==> config.mk <==
export PLATFORM = sky130hd
export DESIGN_NAME = bitmap_first_fit_allocator_core_flat
export DESIGN_NICKNAME = d
export VERILOG_FILES = /design/src/hdl/bffa_pkg.sv /design/src/hdl/bffa_if.sv /design/src/hdl/bffa_datapath.sv /design/src/hdl/bffa_ctrl.sv /design/src/hdl/bitmap_first_fit_allocator_core.sv /design/src/flat_wrapper.sv
export SDC_FILE = /design/constraint.sdc
export NUM_CORES = 2
export LEC_CHECK = 0
export BUFFER_PORTS_ARGS = -buffer_cell sky130_fd_sc_hd__buf_2
export CORE_MARGIN = 5
export CORE_UTILIZATION = 40
export CTS_CLUSTER_DIAMETER = 60
export DETAILED_ROUTE_END_ITERATION = 16
export PLACE_DENSITY = 0.57
export SLEW_MARGIN = 10
export SYNTH_ARGS = -nofsm -noshare
export SYNTH_HDL_FRONTEND = slang
export SYNTH_SLANG_ARGS = --single-unit
==> constraint.sdc <==
create_clock -name clk_i -period 18.2 [get_ports clk_i]
set_input_delay 0 -clock clk_i [delete_from_list [all_inputs] [get_ports clk_i]]
set_output_delay 0 -clock clk_i [all_outputs]
set_load 0.01 [all_outputs]
==> src/hdl/bffa_pkg.sv <==
// Shared types and constants for the bitmap first-fit allocator.
`timescale 1ns / 1ps
package bffa_pkg;

  localparam int unsigned MW  = 32;
  localparam int unsigned MBW = 5;
  localparam int unsigned FW  = 11;

  localparam logic [FW-1:0] ACTIVE_RST = 11'd1024;

  typedef logic [1:0] status_t;

  localparam status_t ST_OK           = 2'd0;
  localparam status_t ST_FULL         = 2'd1;
  localparam status_t ST_RANGE        = 2'd2;
  localparam status_t ST_ALREADY_FREE = 2'd3;

  localparam logic OP_ALLOC = 1'b0;
  localparam logic OP_FREE  = 1'b1;

  typedef struct packed {
    logic    capture_alloc;
    logic    capture_free;
    logic    adv;
    logic    commit_alloc;
    logic    commit_free;
    logic    res_load;
    logic    res_grant;
    status_t res_status;
    logic    push;
  } cmd_t;

  typedef struct packed {
    logic op;
    logic eff_zero;
    logic num_bad;
    logic hit;
    logic scan_last;
    logic tgt_set;
    logic out_free;
  } sts_t;

endpackage

==> src/hdl/bffa_if.sv <==
// Request, response and configuration channel interfaces.
`timescale 1ns / 1ps
interface bffa_req_if;
  logic        valid;
  logic        ready;
  logic        operation;
  logic [10:0] entry_number;
  modport source (output valid, output operation, output entry_number, input ready);
  modport sink (input valid, input operation, input entry_number, output ready);
endinterface

interface bffa_rsp_if;
  logic        valid;
  logic        ready;
  logic [10:0] granted_entry;
  logic [1:0]  status;
  logic [10:0] free_count;
  modport source (output valid, output granted_entry, output status, output free_count,
                  input ready);
  modport sink (input valid, input granted_entry, input status, input free_count,
                output ready);
endinterface

interface bffa_cfg_if;
  logic        valid;
  logic        ready;
  logic [10:0] data;
  modport source (output valid, output data, input ready);
  modport sink (input valid, input data, output ready);
endinterface

==> src/hdl/bffa_datapath.sv <==
// Datapath: map memory, row valid bits, counters, word search and result registers.
`timescale 1ns / 1ps
module bffa_datapath #(
  parameter int unsigned MAP_ENTRIES = 1024
) (
  input  logic                      clk_i,
  input  logic                      rst_ni,
  input  bffa_pkg::cmd_t            cmd_i,
  output bffa_pkg::sts_t            sts_o,
  input  logic                      cfg_we_i,
  input  logic [bffa_pkg::FW-1:0]   cfg_data_i,
  input  logic                      operation_i,
  input  logic [bffa_pkg::FW-1:0]   entry_number_i,
  output logic                      out_valid_o,
  input  logic                      out_ready_i,
  output logic [bffa_pkg::FW-1:0]   granted_o,
  output bffa_pkg::status_t         status_o,
  output logic [bffa_pkg::FW-1:0]   free_count_o
);

  localparam int unsigned MW    = bffa_pkg::MW;
  localparam int unsigned MBW   = bffa_pkg::MBW;
  localparam int unsigned FW    = bffa_pkg::FW;
  localparam int unsigned WORDS = (MAP_ENTRIES + MW - 1) / MW;
  localparam int unsigned WAW   = (WORDS > 1) ? $clog2(WORDS) : 1;
  localparam int unsigned TIW   = WAW + MBW;
  localparam int unsigned CW    = $clog2(MAP_ENTRIES + 1);
  localparam int unsigned EW    = (CW > FW) ? CW : FW;

  logic [MW-1:0]    mem_q [WORDS];
  logic [WORDS-1:0] rvld_q;
  logic [MW-1:0]    rdata_q;
  logic             rd_vld_q;
  logic [FW-1:0]    active_q;
  logic [CW-1:0]    used_q;
  logic [WAW-1:0]   scan_w_q;
  logic [TIW-1:0]   tgt_q;
  logic [FW-1:0]    res_granted_q;
  bffa_pkg::status_t res_status_q;
  logic             out_valid_q;
  logic [FW-1:0]    out_granted_q;
  bffa_pkg::status_t out_status_q;
  logic [FW-1:0]    out_free_q;

  logic [EW-1:0]    active_ext;
  logic [EW-1:0]    eff;
  logic [EW-1:0]    eff_w;
  logic [EW-1:0]    used_ext;
  logic [EW-1:0]    free_cnt;
  logic [WAW-1:0]   last_w;
  logic [WAW-1:0]   raddr;
  logic [WAW-1:0]   waddr;
  logic [MW-1:0]    wdata;
  logic             we;
  logic [MW-1:0]    word_cur;
  logic [MW-1:0]    mask;
  logic [MW-1:0]    busy;
  logic [MBW-1:0]   fz;
  logic [TIW-1:0]   in_tgt;
  logic [FW-1:0]    grant_num;

  always_comb begin
    active_ext = EW'(active_q);
    eff        = (active_ext > EW'(MAP_ENTRIES)) ? EW'(MAP_ENTRIES) : active_ext;
    eff_w      = eff >> MBW;
    used_ext   = EW'(used_q);
    free_cnt   = (eff > used_ext) ? (eff - used_ext) : '0;
    last_w     = WAW'((eff - EW'(1)) >> MBW);
    word_cur   = rd_vld_q ? rdata_q : '0;
    in_tgt     = TIW'(entry_number_i - FW'(1));
  end

  always_comb begin
    if (EW'(scan_w_q) < eff_w) begin
      mask = '1;
    end else if (EW'(scan_w_q) == eff_w) begin
      mask = (MW'(1) << eff[MBW-1:0]) - MW'(1);
    end else begin
      mask = '0;
    end
    busy = word_cur | ~mask;
  end

  always_comb begin
    fz = '0;
    for (int i = MW - 1; i >= 0; i--) begin
      if (!busy[i]) begin
        fz = MBW'(i);
      end
    end
  end

  assign grant_num = FW'({scan_w_q, fz}) + FW'(1);

  always_comb begin
    sts_o.op        = operation_i;
    sts_o.eff_zero  = (eff == '0);
    sts_o.num_bad   = (entry_number_i == '0) || (EW'(entry_number_i) > eff);
    sts_o.hit       = ~&busy;
    sts_o.scan_last = (scan_w_q == last_w);
    sts_o.tgt_set   = word_cur[tgt_q[MBW-1:0]];
    sts_o.out_free  = !out_valid_q || out_ready_i;
  end

  always_comb begin
    if (cmd_i.capture_free) begin
      raddr = in_tgt[TIW-1:MBW];
    end else if (cmd_i.capture_alloc) begin
      raddr = '0;
    end else if (scan_w_q == last_w) begin
      raddr = scan_w_q;
    end else begin
      raddr = scan_w_q + WAW'(1);
    end
  end

  always_comb begin
    we = cmd_i.commit_alloc || cmd_i.commit_free;
    if (cmd_i.commit_alloc) begin
      waddr = scan_w_q;
      wdata = word_cur | (MW'(1) << fz);
    end else begin
      waddr = tgt_q[TIW-1:MBW];
      wdata = word_cur & ~(MW'(1) << tgt_q[MBW-1:0]);
    end
  end

  always_ff @(posedge clk_i) begin
    if (we) begin
      mem_q[waddr] <= wdata;
    end
    rdata_q <= mem_q[raddr];
  end

  always_ff @(posedge clk_i or negedge rst_ni) begin
    if (!rst_ni) begin
      rvld_q   <= '0;
      rd_vld_q <= 1'b0;
    end else begin
      rd_vld_q <= rvld_q[raddr];
      if (we) begin
        rvld_q[waddr] <= 1'b1;
      end
    end
  end

  always_ff @(posedge clk_i or negedge rst_ni) begin
    if (!rst_ni) begin
      active_q    <= bffa_pkg::ACTIVE_RST;
      used_q      <= '0;
      scan_w_q    <= '0;
      out_valid_q <= 1'b0;
    end else begin
      if (cfg_we_i) begin
        active_q <= cfg_data_i;
      end
      if (cmd_i.commit_alloc) begin
        used_q <= used_q + CW'(1);
      end else if (cmd_i.commit_free && used_q != '0) begin
        used_q <= used_q - CW'(1);
      end
      if (cmd_i.capture_alloc) begin
        scan_w_q <= '0;
      end else if (cmd_i.adv) begin
        scan_w_q <= scan_w_q + WAW'(1);
      end
      if (cmd_i.push) begin
        out_valid_q <= 1'b1;
      end else if (out_ready_i) begin
        out_valid_q <= 1'b0;
      end
    end
  end

  always_ff @(posedge clk_i) begin
    if (cmd_i.capture_free) begin
      tgt_q <= in_tgt;
    end
    if (cmd_i.res_load) begin
      res_granted_q <= cmd_i.res_grant ? grant_num : '0;
      res_status_q  <= cmd_i.res_status;
    end
    if (cmd_i.push) begin
      out_granted_q <= res_granted_q;
      out_status_q  <= res_status_q;
      out_free_q    <= FW'(free_cnt);
    end
  end

  assign out_valid_o  = out_valid_q;
  assign granted_o    = out_granted_q;
  assign status_o     = out_status_q;
  assign free_count_o = out_free_q;

endmodule

==> src/hdl/bffa_ctrl.sv <==
// Controller state machine: request intake, map scan, free check, result hand-off.
`timescale 1ns / 1ps
module bffa_ctrl (
  input  logic           clk_i,
  input  logic           rst_ni,
  input  logic           req_valid_i,
  output logic           req_ready_o,
  input  bffa_pkg::sts_t sts_i,
  output bffa_pkg::cmd_t cmd_o
);

  localparam logic [1:0] S_IDLE   = 2'd0;
  localparam logic [1:0] S_SCAN   = 2'd1;
  localparam logic [1:0] S_FREE   = 2'd2;
  localparam logic [1:0] S_FINISH = 2'd3;

  logic [1:0] state_q;
  logic [1:0] state_d;
  logic       accept;

  assign req_ready_o = (state_q == S_IDLE);
  assign accept      = req_valid_i && req_ready_o;

  always_comb begin
    state_d = state_q;
    cmd_o   = '0;
    unique case (state_q)
      S_IDLE: begin
        if (accept) begin
          if (sts_i.op == bffa_pkg::OP_ALLOC) begin
            if (sts_i.eff_zero) begin
              cmd_o.res_load   = 1'b1;
              cmd_o.res_status = bffa_pkg::ST_FULL;
              state_d          = S_FINISH;
            end else begin
              cmd_o.capture_alloc = 1'b1;
              state_d             = S_SCAN;
            end
          end else begin
            if (sts_i.num_bad) begin
              cmd_o.res_load   = 1'b1;
              cmd_o.res_status = bffa_pkg::ST_RANGE;
              state_d          = S_FINISH;
            end else begin
              cmd_o.capture_free = 1'b1;
              state_d            = S_FREE;
            end
          end
        end
      end
      S_SCAN: begin
        priority if (sts_i.hit) begin
          cmd_o.commit_alloc = 1'b1;
          cmd_o.res_load     = 1'b1;
          cmd_o.res_grant    = 1'b1;
          cmd_o.res_status   = bffa_pkg::ST_OK;
          state_d            = S_FINISH;
        end else if (sts_i.scan_last) begin
          cmd_o.res_load   = 1'b1;
          cmd_o.res_status = bffa_pkg::ST_FULL;
          state_d          = S_FINISH;
        end else begin
          cmd_o.adv = 1'b1;
        end
      end
      S_FREE: begin
        cmd_o.res_load = 1'b1;
        if (sts_i.tgt_set) begin
          cmd_o.commit_free = 1'b1;
          cmd_o.res_status  = bffa_pkg::ST_OK;
        end else begin
          cmd_o.res_status = bffa_pkg::ST_ALREADY_FREE;
        end
        state_d = S_FINISH;
      end
      S_FINISH: begin
        if (sts_i.out_free) begin
          cmd_o.push = 1'b1;
          state_d    = S_IDLE;
        end
      end
      default: begin
        state_d = S_IDLE;
      end
    endcase
  end

  always_ff @(posedge clk_i or negedge rst_ni) begin
    if (!rst_ni) begin
      state_q <= S_IDLE;
    end else begin
      state_q <= state_d;
    end
  end

endmodule

==> src/hdl/bitmap_first_fit_allocator_core.sv <==
// Bitmap first-fit allocator: top level joining controller and datapath.
// Allocate: scans from map word 0, one 32-bit map word per cycle from the map memory,
//   until a free entry is found or the last active word has been searched.
// Rejected request (no active entries, number out of range): answered without a scan.
// One request in flight; the next is taken while a response waits.
// Reset clears the map at once through per-word valid bits; active_entries resets to 1024.
`timescale 1ns / 1ps
module bitmap_first_fit_allocator_core #(
  parameter int unsigned MAP_ENTRIES = 1024
) (
  input  logic      clk_i,
  input  logic      rst_ni,
  bffa_cfg_if.sink  cfg_i,
  bffa_req_if.sink  req_i,
  bffa_rsp_if.source rsp_o
);

  bffa_pkg::cmd_t cmd;
  bffa_pkg::sts_t sts;
  logic           req_ready;

  assign cfg_i.ready = 1'b1;
  assign req_i.ready = req_ready;

  bffa_ctrl u_ctrl (
    .clk_i       (clk_i),
    .rst_ni      (rst_ni),
    .req_valid_i (req_i.valid),
    .req_ready_o (req_ready),
    .sts_i       (sts),
    .cmd_o       (cmd)
  );

  bffa_datapath #(
    .MAP_ENTRIES (MAP_ENTRIES)
  ) u_datapath (
    .clk_i          (clk_i),
    .rst_ni         (rst_ni),
    .cmd_i          (cmd),
    .sts_o          (sts),
    .cfg_we_i       (cfg_i.valid),
    .cfg_data_i     (cfg_i.data),
    .operation_i    (req_i.operation),
    .entry_number_i (req_i.entry_number),
    .out_valid_o    (rsp_o.valid),
    .out_ready_i    (rsp_o.ready),
    .granted_o      (rsp_o.granted_entry),
    .status_o       (rsp_o.status),
    .free_count_o   (rsp_o.free_count)
  );

endmodule

==> src/flat_wrapper.sv <==
// flat-port wrapper written by rule: the top's interface ports become plain ports
module bitmap_first_fit_allocator_core_flat 
#(
  parameter int unsigned MAP_ENTRIES = 1024
)
  (clk_i, rst_ni, cfg_i_valid, cfg_i_data, cfg_i_ready, req_i_valid, req_i_operation, req_i_entry_number, req_i_ready, rsp_o_valid, rsp_o_granted_entry, rsp_o_status, rsp_o_free_count, rsp_o_ready);
  bffa_cfg_if cfg_i_i ();
  bffa_req_if req_i_i ();
  bffa_rsp_if rsp_o_i ();
  input  logic clk_i;
  input  logic rst_ni;
  input wire logic [$bits(cfg_i_i.valid)-1:0] cfg_i_valid;
  input wire logic [$bits(cfg_i_i.data)-1:0] cfg_i_data;
  output wire logic [$bits(cfg_i_i.ready)-1:0] cfg_i_ready;
  input wire logic [$bits(req_i_i.valid)-1:0] req_i_valid;
  input wire logic [$bits(req_i_i.operation)-1:0] req_i_operation;
  input wire logic [$bits(req_i_i.entry_number)-1:0] req_i_entry_number;
  output wire logic [$bits(req_i_i.ready)-1:0] req_i_ready;
  output wire logic [$bits(rsp_o_i.valid)-1:0] rsp_o_valid;
  output wire logic [$bits(rsp_o_i.granted_entry)-1:0] rsp_o_granted_entry;
  output wire logic [$bits(rsp_o_i.status)-1:0] rsp_o_status;
  output wire logic [$bits(rsp_o_i.free_count)-1:0] rsp_o_free_count;
  input wire logic [$bits(rsp_o_i.ready)-1:0] rsp_o_ready;
  assign cfg_i_i.valid = cfg_i_valid;
  assign cfg_i_i.data = cfg_i_data;
  assign cfg_i_ready = cfg_i_i.ready;
  assign req_i_i.valid = req_i_valid;
  assign req_i_i.operation = req_i_operation;
  assign req_i_i.entry_number = req_i_entry_number;
  assign req_i_ready = req_i_i.ready;
  assign rsp_o_valid = rsp_o_i.valid;
  assign rsp_o_granted_entry = rsp_o_i.granted_entry;
  assign rsp_o_status = rsp_o_i.status;
  assign rsp_o_free_count = rsp_o_i.free_count;
  assign rsp_o_i.ready = rsp_o_ready;
  bitmap_first_fit_allocator_core #(.MAP_ENTRIES(MAP_ENTRIES)) u_core (.clk_i(clk_i), .rst_ni(rst_ni), .cfg_i(cfg_i_i), .req_i(req_i_i), .rsp_o(rsp_o_i));
endmodule
==> out/results.ini <==
[status]
status = finished, final reports clean

[drt]
firstDrtPassIters = 5
ant_nets = 0
drt_wl_total_um = 156000
avgRoutedWirePerCell_um = 29.2
vias = 32254
via_per_inst = 6.03
drcViolationCount = 0
initialDrtViolationCount = 3540

[floorplan]
rows = 129
die_h_um = 364
die_w_um = 364
dieArea_um2 = 132000
ios = 55
initial_core_util_pct = 40.4
core_area_um2 = 124000

[timing]
max-slew-margin-rel_pct = 13.6
setup_viol = 0
clock_skew_ns = 0.0403
final.setup.tns_ns = 0
hold_viol = 0
worst_slew_pin_slew_ns = 1.30
report.final.slew_viol_count = 0
rsz0062_at_grt = false
min_period_ns = 7.68
fin_crit_sh_pct = 42.2
fmax_mhz = 130

[synthesis]
synth_area_leaders = edfxtp_1, mux2i_1, nand2_1
synth-seq-cells = 1166
seq_area_frac_synth_pct = 68.6
synth-edff-count = 1071
synthCells = 3531
synth_cell_type_count = 95
postSynthAreaPerCell_um2 = 14.2
synth_top_cell_by_area = edfxtp_1
netlist_area_um2 = 50100
synthArstFlopShare_pct = 5.40
yosys_warnings = 0
synthFlopType = edfxtp_1
synthesis.nets = 3610
netlist.area_leader.share_pct = 64.2

[cells_and_area]
final-seq-area_um2 = 34400
drive_gt1_share_pct = 13.7
nFillCells = 10822
diodes = 0
layoutNonFillerInstCount = 5351
multi_input_area_um2 = 14800
syn2layout_area_growth_pct = 13.8
num-nets-final = 3687

[setup_path]
arrival_ns = 8.33
reg2reg_slack_ns = 10.52
worstRegToRegCells = 18
cp-start-kind = flop
rr_startpoint = u_core.u_datapath.active_ext[10]$_DFFE_PN1P_
cp_data_required_time_ns = 18.85
crit_type = reg -> reg
r2r_end = u_core.u_datapath.rdata_q[12]$_DFF_P_
cp-end-kind = flop
slowest_stage = dfstp_2
path_common_cell = buf_4
crit_chain = inv_1 > nand2_1 > ha_1 > a2111o_1 > a31oi_1 > o211ai_1 > a31oi_1 > o211a_1 > buf_4 > nand2_4 > buf_4 > nand2_8 > buf_4 > buf_4 > nand2_1 > a22oi_1 > o21ai_0 > a221oi_2
slowest_delay_ns = 1.02
worstPathMaxFanout = 71

[clock_network]
cts.path.max_buffers = 3
clk-insertion-delay-late_ns = 0.75
htree_levels = 4
path_clk_slew_ns = 0.06
cts_tree = built
cts_made_buffers = 131
clock-sinks = 1166
clock-root-buffer = clkbuf_16

[global_routing]
grt_overflow = 0
grt.total_usage_pct = 23.2
grt_max_degree = 157
grt_pass1_wl_um = 223000
antenna_found_initial = 1
grt_pass1_vias = 30813

[power_and_ir_drop]
p_leak_uw = 0.0189
peakVddDrop_uv = 121
cellPowerDensity_nw_per_um2 = 161

[place]
gp_congestion = 0.901
dp_hpwl_um = 87800
port_buffers = 53
dp.cells = 5061

[run]
maxCapViolations = 0

[worst_hold_path]
worstHoldPathType = in -> async

-- worst max-delay path by stage --
stage	cells past startpoint	slack, ns	endpoint	start
2_1_floorplan	30	12.22	u_core.u_datapath.used_ext[10]$_DFFE_PN0P_	u_core.u_datapath.active_ext[10]$_DFFE_PN1P_
3_3_place_gp	18	10.71	u_core.u_datapath.rdata_q[12]$_DFF_P_	u_core.u_datapath.active_ext[10]$_DFFE_PN1P_
3_5_place_dp	18	10.66	u_core.u_datapath.rdata_q[12]$_DFF_P_	u_core.u_datapath.active_ext[10]$_DFFE_PN1P_
4_1_cts	18	10.67	u_core.u_datapath.rdata_q[12]$_DFF_P_	u_core.u_datapath.active_ext[10]$_DFFE_PN1P_
5_1_grt	18	10.13	u_core.u_datapath.rdata_q[23]$_DFF_P_	u_core.u_datapath.active_ext[10]$_DFFE_PN1P_
6_report	18	10.52	u_core.u_datapath.rdata_q[12]$_DFF_P_	u_core.u_datapath.active_ext[10]$_DFFE_PN1P_
-- per-stage QoR --
stage	area [um^2]	worst slack, ns	utilization (%)	power, uW	hold slack (ns)
finish	57000	10.52	45.9	9170	0.0165
floorplan	50100	12.22	-	5560	-0.296
CTS	57000	10.67	45.9	9180	0.0190
detailed placement	52300	10.66	42.1	6620	0.217
global placement	52300	10.71	42.1	6620	0.214
global route	57000	10.13	45.9	9550	0.0891
-- routing by layer --
metal / track usage [%] / routed length [um]
met2: 37.3 / 73700
met3: 3.67 / 11900
met5: 0 / 0
met1: 32.7 / 66200
met4: 7.14 / 4560
-- cell families (layout without fill, tap and decap cells) --
logic type,count (synthesis),after routing,synth area share (%)
other cells,1,1,0.00749
compound gates,810,810,11.7
mux,269,269,6.50
flops,1166,1166,68.6
simple gates,894,894,8.43
buf+inv,300,483,2.75
fa+ha+maj,52,52,1.32
xor+xnor,39,39,0.682
-- layout make-up --
type	instances	share of cell area (%)
clock inverter	66	0.933
multi-input combinational	2065	25.9
inverter	64	0.421
sequential	1166	60.3
timing repair buffer	180	2.45
tap	1637	3.59
clock buffer	173	6.35
-- repair_timing --
| item | 4_1_cts | 5_1_grt |
|---|---|---|
| hold buffers | 51 | 0 |
| hold endpoints to repair | 94 | 0 |
| resized for setup | 0 | 0 |
| endpoints found under the setup margin | 0 | 0 |
| setup buffers | 0 | 0 |
-- worst max-delay path, delay by kind of cell, from the launching register on --
kind	cells	cell delay [ns]
AO/OA/AOI/OAI	8	2.02
adder cells (fa/ha/maj)	1	0.29
AND/OR/NAND/NOR	4	1.31
buffers and inverters	5	2.71
flip-flops	1	1.02
-- sequential cells by signal (all words and copies together), names as in the netlist --
name                             flops
u_core.u_datapath.rd_vld_q           1
u_core.u_datapath.granted_o         11
u_core.u_datapath.tgt_q             10
u_core.u_datapath.free_count_o      11
u_core.u_datapath.rdata_q           32
u_core.u_datapath.mem_q           1024
u_core.u_datapath.res_status_q       2
u_core.u_ctrl.state_q                2
u_core.u_datapath.rvld_q            32
u_core.u_datapath.scan_w_q           5
u_core.u_datapath.res_granted_q     11
u_core.u_datapath.out_valid_o        1
u_core.u_datapath.active_ext        11
u_core.u_datapath.status_o           2
u_core.u_datapath.used_ext          11
-- Yosys cell counts (all sizes together) (7+ instances only) --
cell type and count:
a21oi 121, a221oi 37, or3 9, a22oi 37, nor4 15, a21o 23
o211a 7, dfrtp 62, a211oi 111, xnor2 27, a21boi 10, a311oi 32
xor2 12, a31oi 76, nand4 14, o2bb2ai 7, o31ai 12, and2 17
nor2b 18, nor3b 7, nand2 423, buf 139, mux2 20, clkbuf 97
o221ai 74, nor2 113, o21a 8, mux2i 206, inv 62, nand2b 14
dfxtp 32, edfxtp 1071, and3 113, or2 35, mux4 43, nor3 31
ha 49, o22ai 69, a2111oi 8, o211ai 10, nand3 70, o21ai 121
-- placed cells by master, fill, tap and decap left out, drive strengths merged, types with 12 or more instances in the layout --
master,n
a211oi,111
a21o,23
a21oi,121
a221oi,37
a22oi,37
a311oi,32
a31oi,76
and2,17
and3,113
buf,129
clkbuf,173
clkinv,48
dfrtp,62
dfxtp,32
dlygate4sd3,51
edfxtp,1071
ha,49
inv,76
mux2,20
mux2i,206
mux4,43
nand2,423
nand2b,14
nand3,70
nand4,14
nor2,113
nor2b,18
nor3,31
nor4,15
o21ai,121
o221ai,74
o22ai,69
o31ai,12
or2,35
xnor2,27
xor2,12
-- power by group --
group	internal, uW	switching (uW)
registers	3370	192
logic	1010	2060
clock network	1470	1080
total	5840	3330
No activity file was read; power rests on OpenSTA's default activity.
